**src/sv/fcmc_pkg.sv**
```systemverilog
// Package for the FIFO-replacement cache miss counter.
// Shared widths, defaults and the token type that travels along the cell row.
// No dependencies.
`default_nettype none

package fcmc_pkg;

  localparam int unsigned DepthDefault   = 128;
  localparam int unsigned KeyBitsDefault = 16;
  localparam int unsigned CapW           = 8;
  localparam int unsigned CapReset       = 128;
  localparam int unsigned MissW          = 32;
  // Output word: hit in bit 0, miss total above it, padded to whole bytes.
  localparam int unsigned OutW           = ((1 + MissW + 7) / 8) * 8;

  // Lookup token handed from cell to cell.
  typedef struct packed {
    logic valid;
    logic hit;
  } tok_t;

endpackage

`default_nettype wire

```
**src/sv/fcmc_cell.sv**
```systemverilog
// One slot of the fully associative store: holds a key and compares the
// passing lookup against it. Depends on fcmc_pkg.
`default_nettype none

module fcmc_cell #(
  parameter int unsigned KEY_BITS = fcmc_pkg::KeyBitsDefault,
  parameter int unsigned CNT_W    = 8,
  parameter int unsigned IDX_W    = 7,
  parameter int unsigned IDX      = 0
) (
  input  wire                      clk_i,
  input  wire                      rst_ni,
  input  wire fcmc_pkg::tok_t      tok_i,
  input  wire  [KEY_BITS-1:0]      key_i,
  input  wire  [CNT_W-1:0]         fill_i,
  input  wire                      we_i,
  input  wire  [IDX_W-1:0]         waddr_i,
  input  wire  [KEY_BITS-1:0]      wkey_i,
  output fcmc_pkg::tok_t           tok_o,
  output logic [KEY_BITS-1:0]      key_o
);

  logic [KEY_BITS-1:0] entry_q;
  fcmc_pkg::tok_t      tok_q, tok_d;
  logic                occupied;

  // Slots below the fill count hold written keys; the rest never produce a hit.
  assign occupied = (CNT_W'(IDX) < fill_i);

  always_comb begin
    tok_d.valid = tok_i.valid;
    tok_d.hit   = tok_i.hit | (tok_i.valid & occupied & (entry_q == key_i));
  end

  always_ff @(posedge clk_i or negedge rst_ni) begin
    if (!rst_ni) begin
      tok_q <= '0;
    end else begin
      tok_q <= tok_d;
    end
  end

  always_ff @(posedge clk_i) begin
    key_o <= key_i;
    if (we_i && (waddr_i == IDX_W'(IDX))) begin
      entry_q <= wkey_i;
    end
  end

  assign tok_o = tok_q;

endmodule

`default_nettype wire

```
**src/sv/fifo_cache_miss_counter.sv**
```systemverilog
// Top level of the FIFO-replacement cache miss counter.
// Instantiates a row of fcmc_cell slots; depends on fcmc_pkg.
`default_nettype none

// Each key word walks down a row of DEPTH slot cells, one cell per clock, and
// collects a hit flag on the way; when it leaves the last cell the flag is
// registered, and once the output register is free the slot is written on a
// miss and the result word is loaded into the output register. Only one item
// is in the row at a time; the next key is taken once the result is loaded,
// even while that result still waits in the output register. A result still
// waiting there when the next item finishes holds that item back until the
// word is taken. A capacity write empties the store and keeps the miss count;
// capacity 0 acts as 1, and values above DEPTH act as DEPTH. The miss total
// saturates at all ones.
module fifo_cache_miss_counter #(
  parameter int unsigned DEPTH    = fcmc_pkg::DepthDefault,
  parameter int unsigned KEY_BITS = fcmc_pkg::KeyBitsDefault,
  localparam int unsigned IN_W    = ((KEY_BITS + 7) / 8) * 8
) (
  input  wire                          clk_i,
  input  wire                          rst_ni,
  // Configuration: capacity.
  input  wire                          cfg_valid_i,
  output logic                         cfg_ready_o,
  input  wire  [fcmc_pkg::CapW-1:0]    cfg_data_i,
  // Input word, bits from low: key.
  input  wire                          s_axis_tvalid,
  output logic                         s_axis_tready,
  input  wire  [IN_W-1:0]              s_axis_tdata,
  // Output word, bits from low: hit, miss_total, zero padding.
  output logic                         m_axis_tvalid,
  input  wire                          m_axis_tready,
  output logic [fcmc_pkg::OutW-1:0]    m_axis_tdata
);

  localparam int unsigned CNT_W   = $clog2(DEPTH + 1);
  localparam int unsigned IDX_W   = (DEPTH > 1) ? $clog2(DEPTH) : 1;
  localparam int unsigned CMP_W   = (CNT_W > fcmc_pkg::CapW) ? CNT_W : fcmc_pkg::CapW;
  localparam int unsigned EFF_RST = (DEPTH < fcmc_pkg::CapReset) ? DEPTH : fcmc_pkg::CapReset;
  localparam int unsigned PAD_W   = fcmc_pkg::OutW - 1 - fcmc_pkg::MissW;

  typedef enum logic [2:0] {
    ST_IDLE   = 3'b001,
    ST_SCAN   = 3'b010,
    ST_FINISH = 3'b100
  } state_e;

  state_e                       state_q, state_d;
  logic [CNT_W-1:0]             eff_q, eff_d;
  logic [CNT_W-1:0]             fill_q, fill_d;
  logic [IDX_W-1:0]             oldest_q, oldest_d;
  logic [fcmc_pkg::MissW-1:0]   miss_q, miss_d;
  logic                         hit_q, hit_d;
  logic [KEY_BITS-1:0]          key_q;
  logic                         out_valid_q, out_valid_d;
  logic                         out_hit_q;
  logic [fcmc_pkg::MissW-1:0]   out_miss_q;

  fcmc_pkg::tok_t               chain_tok [DEPTH+1];
  logic [KEY_BITS-1:0]          chain_key [DEPTH+1];

  logic                         in_acc;
  logic                         cfg_acc;
  logic                         finish_go;
  logic                         we;
  logic [IDX_W-1:0]             waddr;
  logic [IDX_W-1:0]             old_sel;
  logic [CMP_W-1:0]             cap_ext;

  assign cfg_ready_o   = 1'b1;
  assign cfg_acc       = cfg_valid_i & cfg_ready_o;
  assign s_axis_tready = (state_q == ST_IDLE);
  assign in_acc        = s_axis_tvalid & s_axis_tready;
  assign finish_go     = (state_q == ST_FINISH) && (!out_valid_q || m_axis_tready);
  assign we            = finish_go && !hit_q;

  // Head of the row.
  assign chain_tok[0].valid = in_acc;
  assign chain_tok[0].hit   = 1'b0;
  assign chain_key[0]       = s_axis_tdata[KEY_BITS-1:0];

  for (genvar g = 0; g < DEPTH; g++) begin : g_cell
    fcmc_cell #(
      .KEY_BITS (KEY_BITS),
      .CNT_W    (CNT_W),
      .IDX_W    (IDX_W),
      .IDX      (g)
    ) u_cell (
      .clk_i   (clk_i),
      .rst_ni  (rst_ni),
      .tok_i   (chain_tok[g]),
      .key_i   (chain_key[g]),
      .fill_i  (fill_q),
      .we_i    (we),
      .waddr_i (waddr),
      .wkey_i  (key_q),
      .tok_o   (chain_tok[g+1]),
      .key_o   (chain_key[g+1])
    );
  end

  // Replacement pointer wraps to slot zero if capacity shrank below it.
  assign old_sel = (CNT_W'(oldest_q) >= eff_q) ? '0 : oldest_q;
  assign waddr   = (fill_q < eff_q) ? fill_q[IDX_W-1:0] : old_sel;
  assign cap_ext = CMP_W'(cfg_data_i);

  always_comb begin
    state_d     = state_q;
    eff_d       = eff_q;
    fill_d      = fill_q;
    oldest_d    = oldest_q;
    miss_d      = miss_q;
    hit_d       = hit_q;
    out_valid_d = out_valid_q;

    if (m_axis_tready) begin
      out_valid_d = 1'b0;
    end

    unique case (state_q)
      ST_IDLE: begin
        if (in_acc) begin
          state_d = ST_SCAN;
        end
      end
      ST_SCAN: begin
        if (chain_tok[DEPTH].valid) begin
          hit_d   = chain_tok[DEPTH].hit;
          state_d = ST_FINISH;
        end
      end
      ST_FINISH: begin
        if (finish_go) begin
          out_valid_d = 1'b1;
          state_d     = ST_IDLE;
          if (!hit_q) begin
            if (fill_q < eff_q) begin
              fill_d = fill_q + 1'b1;
            end else begin
              oldest_d = ((CNT_W'(old_sel) + 1'b1) == eff_q) ? '0 : old_sel + 1'b1;
            end
            if (miss_q != '1) begin
              miss_d = miss_q + 1'b1;
            end
          end
        end
      end
      default: begin
        state_d = ST_IDLE;
      end
    endcase

    if (cfg_acc) begin
      fill_d   = '0;
      oldest_d = '0;
      priority if (cap_ext == '0) begin
        eff_d = CNT_W'(1);
      end else if (cap_ext > CMP_W'(DEPTH)) begin
        eff_d = CNT_W'(DEPTH);
      end else begin
        eff_d = cap_ext[CNT_W-1:0];
      end
    end
  end

  always_ff @(posedge clk_i or negedge rst_ni) begin
    if (!rst_ni) begin
      state_q     <= ST_IDLE;
      eff_q       <= CNT_W'(EFF_RST);
      fill_q      <= '0;
      oldest_q    <= '0;
      miss_q      <= '0;
      hit_q       <= 1'b0;
      out_valid_q <= 1'b0;
    end else begin
      state_q     <= state_d;
      eff_q       <= eff_d;
      fill_q      <= fill_d;
      oldest_q    <= oldest_d;
      miss_q      <= miss_d;
      hit_q       <= hit_d;
      out_valid_q <= out_valid_d;
    end
  end

  always_ff @(posedge clk_i) begin
    if (in_acc) begin
      key_q <= s_axis_tdata[KEY_BITS-1:0];
    end
    if (finish_go) begin
      out_hit_q  <= hit_q;
      out_miss_q <= miss_d;
    end
  end

  assign m_axis_tvalid = out_valid_q;
  assign m_axis_tdata  = {{PAD_W{1'b0}}, out_miss_q, out_hit_q};

  // The lookup token leaves the row only while the sequencer waits for it.
  a_tok_in_scan : assert property (@(posedge clk_i) disable iff (!rst_ni)
    chain_tok[DEPTH].valid |-> (state_q == ST_SCAN))
    else $error("lookup token left the cell row outside the scan");

  // The fill count never passes the effective capacity.
  a_fill_bound : assert property (@(posedge clk_i) disable iff (!rst_ni)
    fill_q <= eff_q)
    else $error("fill count above capacity");

  // The miss count only moves up, and only when a missing item finishes.
  a_miss_mono : assert property (@(posedge clk_i) disable iff (!rst_ni)
    (miss_q != $past(miss_q)) |-> ($past(we) && (miss_q == $past(miss_q) + 1'b1)))
    else $error("miss count changed without a miss");

  // A finishing item always leaves a word in the output register.
  a_out_loaded : assert property (@(posedge clk_i) disable iff (!rst_ni)
    finish_go |=> (out_valid_q && (state_q == ST_IDLE)))
    else $error("finished item produced no output word");

endmodule

`default_nettype wire

```
**config.mk**
```make
export PLATFORM = sky130hd
export DESIGN_NAME = fifo_cache_miss_counter
export DESIGN_NICKNAME = d
export VERILOG_FILES = /design/src/sv/fcmc_pkg.sv /design/src/sv/fcmc_cell.sv /design/src/sv/fifo_cache_miss_counter.sv
export SDC_FILE = /design/constraint.sdc
export NUM_CORES = 2
export LEC_CHECK = 0
export BUFFER_PORTS_ARGS = -buffer_cell sky130_fd_sc_hd__buf_2
export CORE_ASPECT_RATIO = 1.2
export CORE_MARGIN = 8
export CORE_UTILIZATION = 67
export DETAILED_ROUTE_END_ITERATION = 8
export MAX_ROUTING_LAYER = met4
export PLACE_DENSITY = 0.81
export RECOVER_POWER = 50
export SETUP_SLACK_MARGIN = 0.05
export SYNTH_ARGS = -nofsm -noshare
export SYNTH_HDL_FRONTEND = slang
export SYNTH_HIERARCHICAL = 1
export SYNTH_SLANG_ARGS = --single-unit
```
**constraint.sdc**
```tcl
create_clock -name clk_i -period 40.4 [get_ports clk_i]
set_input_delay 10.1 -clock clk_i [delete_from_list [all_inputs] [get_ports clk_i]]
set_output_delay 10.1 -clock clk_i [all_outputs]
set_load 0.03 [all_outputs]
```
## After elaboration in Yosys (flattened, before gate mapping)

Cells that the tools add are included.

- Bits in writable memories: 0
- Flip-flop bits (word level): 4445
- Logic and storage cells: 1473
- Bits of input ports: 29
- Memories: 0
- Memory bits (read-only): 0
- Latch bits: 0
- Output and inout bits: 43

- Reduce and logical (&&, ||, !) cells: 142
- $mul: 0
- Magnitude comparators: 131
- Bitwise logic cells: 384
- Muxes and demuxes: 26
- $add $sub $neg: 4
- Equality and inequality tests: 265
- Divide/modulo/power cells: 0
- Shift operators: 0

Operators by type and width:

| cell | count |
|---|---|
| 16-bit equality test | 128 |
| 7-bit by 8-bit less-than comparator with 1-bit output, first input constant | 64 |
| 7-bit equality test, second input constant | 64 |
| 1-bit AND | 257 |
| 6-bit by 8-bit less-than comparator with 1-bit output, first input constant | 32 |
| 7-bit by 6-bit equality test with 1-bit output, second input constant | 32 |
| 1-bit logical AND | 130 |
| 5-bit by 8-bit less-than comparator with 1-bit output, first input constant | 16 |
| 32-bit two-way mux | 4 |
| 1-bit OR | 127 |
| 7-bit by 5-bit equality test with 1-bit output, second input constant | 16 |
| 4-bit by 8-bit less-than comparator with 1-bit output, first input constant | 8 |
| 7-bit by 4-bit equality test with 1-bit output, second input constant | 8 |
| 7-bit two-way mux | 8 |
| 8-bit two-way mux | 7 |
| 32-bit by 1-bit adder with 32-bit output, second input constant | 1 |
| 3-bit by 8-bit less-than comparator with 1-bit output, first input constant | 4 |
| 32-bit inequality test, second input constant | 1 |
| 7-bit by 3-bit equality test with 1-bit output, second input constant | 4 |
| 1-bit by 8-bit less-than comparator with 1-bit output, first input constant | 2 |
| 2-bit by 8-bit less-than comparator with 1-bit output, first input constant | 2 |
| 7-bit by 2-bit equality test with 1-bit output, second input constant | 2 |
| 3-bit two-way mux | 3 |
| 3-bit one-hot mux with 3 select lines | 1 |
| 22 further kinds | 31 |

## Depth between registers and ports, before layout

- Word-level depth: 10
- Depth in mapped cells: 14
- Gate-level depth less buffers: 13

## Worst setup path after synthesis

OpenSTA, ideal clock, no wires.

- Kind: in2reg
- From: input port m_axis_tready
- To: register g_cell[116].u_cell.entry_q[0] (enable)
- Setup time: 0.430 ns
- Buffers on the path: 2
- Required time: 39.970 ns
- Arrival time: 14.603 ns
- Stages: 7
- Slack: 25.367 ns
- Cell sequence: nor2b_1 or3_1 buf_2 buf_2 inv_1 nand4_1 nor4_1

- Cells in the longest elaborated chain, start to end: 4

Ends and longest elaborated chain:

| item | line | text |
|---|---|---|
| from (decl) | fifo_cache_miss_counter.sv:32 | `input wire m_axis_tready,` |
| 1-bit logical OR | fifo_cache_miss_counter.sv:74 | `assign finish_go = (state_q == ST_FINISH) && (!out_valid_q \|\| m_axis_tready);` |
| 1-bit logical AND | fifo_cache_miss_counter.sv:74 |  |
| 1-bit logical AND | fifo_cache_miss_counter.sv:75 | `assign we = finish_go && !hit_q;` |
| via we | fifo_cache_miss_counter.sv:65 | `logic we;` |
| 1-bit logical AND | fcmc_cell.sv:45 | `if (we_i && (waddr_i == IDX_W'(IDX))) begin` |
| to (signal assigned) | fcmc_cell.sv:46 | `entry_q <= wkey_i;` |
| to (decl) | fcmc_cell.sv:23 | `logic [KEY_BITS-1:0] entry_q;` |

The timed path passes the listed nets, and every way through them passes these cells.
A chain may end at the register's enable or synchronous reset.

## Final worst setup path

- From: input port m_axis_tready
- To: register g_cell[3].u_cell.entry_q[12] (enable)

- Cells in the longest elaborated chain, start to end: 4

Ends and longest elaborated chain:

| item | line |
|---|---|
| 1-bit logical OR | fifo_cache_miss_counter.sv:74 |
| 1-bit logical AND | fifo_cache_miss_counter.sv:74 |
| 1-bit logical AND | fifo_cache_miss_counter.sv:75 |
| via we | fifo_cache_miss_counter.sv:65 |
| 1-bit logical AND | fcmc_cell.sv:45 |
| to (signal assigned) | fcmc_cell.sv:46 |
| to (decl) | fcmc_cell.sv:23 |

The timed path passes the listed nets, and every way through them passes these cells.

==> reports/summary.txt <==
Final global-route overflow total = 0
H-tree levels = 5
Share of total power in the clock network = 0.440
Crit share post-route = 0.3277
Proportion of layout cells with a drive suffix above 1 = 0.1000
Sw Ratio = 0.1953
Endpoint arrival time on the critical path = 13.83 ns
First-pass GRT wire length = 514100 µm
Startpoint Class = primary input
Pwr dens = 53.67 nW/µm²
Placed cell areas = 147800 µm²
Root buffer cell = sky130_fd_sc_hd__clkbuf_16
Clock skew after layout = 0.05188 ns
Critical Path Sink = g_cell[3].u_cell/entry_q[12]
Placed wire-length estimate = 190200 µm
Remaining routing DRC violations = 0
Via count = 75060
Power Total = 8.630 mW
Number of buffers added on ports = 63
Count of standard-cell rows = 185
Start-to-end type of the worst setup path = in2reg
Average footprint of a synthesized cell = 17.00 µm²
Peak VDD IR = 0.00004794 V
Share of the core filled with cells = 0.7600
Global-route usage over all layers = 0.3120
Routed wire length per instance = 29.15 µm
Initial core utilization = 0.6734
Worst Path Required = 40.99 ns
Worst Setup End Kind = flop
Worst hold path type = reg2reg
Clock latency at the later pin of the worst-skew pair = 0.98 ns
Number of antenna violations at the first check in global routing = 6
Total Routed Length = 352700 µm
First drt pass iteration count = 6
Cell leakage power = 56.77 nW
Vias in the first global route = 79050
Area growth syn-to-layout = 12.87%
Sequential power share = 0.552
Terminus of the critical flop-to-flop path = g_cell[94].u_cell/entry_q[6]
Relative slew slack = -5.462
Sink Count = 4445
Design internal power = 6.944 mW
Final weighted congestion in routability-driven placement = 0.8939
Largest net degree at the start of global routing = 114
Cell area after synthesis = 142500 µm²
Final min period = 13.24 ns
DIE HEIGHT = 521.1 µm
Switching Power = 1.685 mW
Die Footprint = 227700 µm²
Worst Tran Pin Value = 9.692 ns
Nets = 9008
Crit path max fanout = 70
Count of final hold-check violations = 0
TNS Setup = 0 ns
Antenna Violating Nets Remaining = 0
Inserted Clock Buffers = 398
Clock transition at the registers of the reported paths = 0.06 ns
Setup Fix Bufs, Post-CTS = 0
Clock tree from TritonCTS = done
Warnings from Yosys = 6
Average via count per standard cell = 6.204
Finish-stage setup viols = 0
Max-cap violations = 28
Violations in the final reports = max-capacitance violations, max-slew violations
Iteration-0 DRC count of the detailed router = 8661
Maximum clock path buffer count = 4
Reg2reg path depth = 2
Status = finished, violations left
Critical path origin = m_axis_tready
Hold-fix buffers at CTS = 0
Setup repair after global routing missed its margin = false
Max Slew Vio Count = 1434
Fmax = 75.53 MHz
Summed area of non-filler cells in the final layout = 160800 µm²
Horizontal die dimension = 436.9 µm
Io pins = 72
Critical R2R Launch = key_q[6]
Cell count after synthesis = 8381
Resize count post-CTS = 0
Combinational Power Share = 0.008
Minimum setup slack among reg-to-reg paths = 30.48 ns
Core Region = 211600 µm²
==> state kept, by name, summed over array words and instances, names as in the netlist <==
| register | flops |
|---|---|
| eff_q | 8 |
| fill_q | 8 |
| g_cell.u_cell/entry_q | 2048 |
| g_cell.u_cell/key_o | 2032 |
| g_cell.u_cell/tok_o | 256 |
| hit_q | 1 |
| key_q | 16 |
| m_axis_tvalid | 1 |
| miss_q | 32 |
| oldest_q | 7 |
| out_hit_q | 1 |
| out_miss_q | 32 |
| state_q | 3 |
==> how the worst min path moves through the flow <==
stage          slack (ns)                           to  depth (start not counted)                         from
2_1_floorplan        0.35   g_cell[70].u_cell/tok_o[1]                          0   g_cell[69].u_cell/tok_o[1]
3_3_place_gp         0.35   g_cell[28].u_cell/key_o[2]                          0   g_cell[27].u_cell/key_o[2]
3_5_place_dp         0.35   g_cell[73].u_cell/key_o[5]                          0   g_cell[72].u_cell/key_o[5]
4_1_cts              0.32  g_cell[96].u_cell/key_o[14]                          0  g_cell[95].u_cell/key_o[14]
5_1_grt              0.33  g_cell[96].u_cell/key_o[15]                          0  g_cell[95].u_cell/key_o[15]
6_report             0.33  g_cell[96].u_cell/key_o[14]                          0  g_cell[95].u_cell/key_o[14]
==> layout make-up <==
cell class	count	area [µm²]
clock inverter	168	1839
antenna	5	12.51
inverter	26	102.6
multi-input combinational	3897	31120
fill	11250	50770
clock buffer	558	11320
sequential	4445	111600
tap	2805	3510
timing repair buffer	194	1308
==> metal layers <==
metal	track usage	share of wire	wire, µm
met2	0.5118	0.49	174100
met5	-	0	0
met1	0.3889	0.36	128700
met3	0.05209	0.094	33030
met4	0.1331	0.048	16900
==> metrics by stage <==
stage          worst slack [ns]  hold WS (ns)  cells
4_1_cts                   27.36        0.3214  12090
3_5_place_dp              26.32        0.3535  11370
6_report                  27.16        0.3251  12100
3_3_place_gp              26.41        0.3538  11370
2_1_floorplan             25.37        0.3478   8388
5_1_grt                   27.13        0.3325  12100
==> power by group through the flow <==
stage / combinational (mW) / clock [mW] / sequential [mW]
2_1_floorplan: 0.0477 / 0 / 4.84
3_3_place_gp: 0.0636 / 0 / 4.86
3_5_place_dp: 0.0663 / 0 / 4.86
4_1_cts: 0.0685 / 3.82 / 4.77
5_1_grt: 0.0745 / 4.00 / 4.77
6_report: 0.0686 / 3.80 / 4.77
==> cells in the final DEF (no fill, tap or decap), types with 13 or more instances in the layout <==
cell type,count
sky130_fd_sc_hd__clkbuf_16,415
sky130_fd_sc_hd__buf_4,96
sky130_fd_sc_hd__clkinv_1,27
sky130_fd_sc_hd__o21bai_1,21
sky130_fd_sc_hd__nor3_1,104
sky130_fd_sc_hd__dfxtp_1,2032
sky130_fd_sc_hd__nand4b_1,86
sky130_fd_sc_hd__a211o_1,16
sky130_fd_sc_hd__nor2_1,154
sky130_fd_sc_hd__nand4_1,302
sky130_fd_sc_hd__nor3_2,18
sky130_fd_sc_hd__xnor2_1,1362
sky130_fd_sc_hd__clkinvlp_4,15
sky130_fd_sc_hd__a21oi_1,51
sky130_fd_sc_hd__o2111ai_1,20
sky130_fd_sc_hd__o211ai_1,17
sky130_fd_sc_hd__clkbuf_1,130
sky130_fd_sc_hd__edfxtp_1,2097
sky130_fd_sc_hd__and4b_1,17
sky130_fd_sc_hd__ha_1,17
sky130_fd_sc_hd__dfrtp_1,307
sky130_fd_sc_hd__nor4_1,184
sky130_fd_sc_hd__nand4bb_1,52
sky130_fd_sc_hd__nand2b_1,28
sky130_fd_sc_hd__clkbuf_8,40
sky130_fd_sc_hd__a31oi_1,18
sky130_fd_sc_hd__o21ai_0,37
sky130_fd_sc_hd__inv_1,25
sky130_fd_sc_hd__xor2_1,719
sky130_fd_sc_hd__nand2_1,97
sky130_fd_sc_hd__clkinv_2,70
sky130_fd_sc_hd__a21o_1,13
sky130_fd_sc_hd__buf_2,62
sky130_fd_sc_hd__nor4_2,76
sky130_fd_sc_hd__nand3_1,130
sky130_fd_sc_hd__a31o_1,18
sky130_fd_sc_hd__a41o_1,93
sky130_fd_sc_hd__or4_1,26
sky130_fd_sc_hd__bufinv_16,36
==> worst max-delay path, cell delays in order <==
cell	delay (ns)
sky130_fd_sc_hd__buf_2	0.08
sky130_fd_sc_hd__nor2b_1	0.11
sky130_fd_sc_hd__or3_1	0.71
sky130_fd_sc_hd__inv_6	0.78
sky130_fd_sc_hd__buf_12	0.57
sky130_fd_sc_hd__or4b_1	0.54
sky130_fd_sc_hd__nor4_4	0.75
Note: power is estimated with default switching activity, not from simulation.
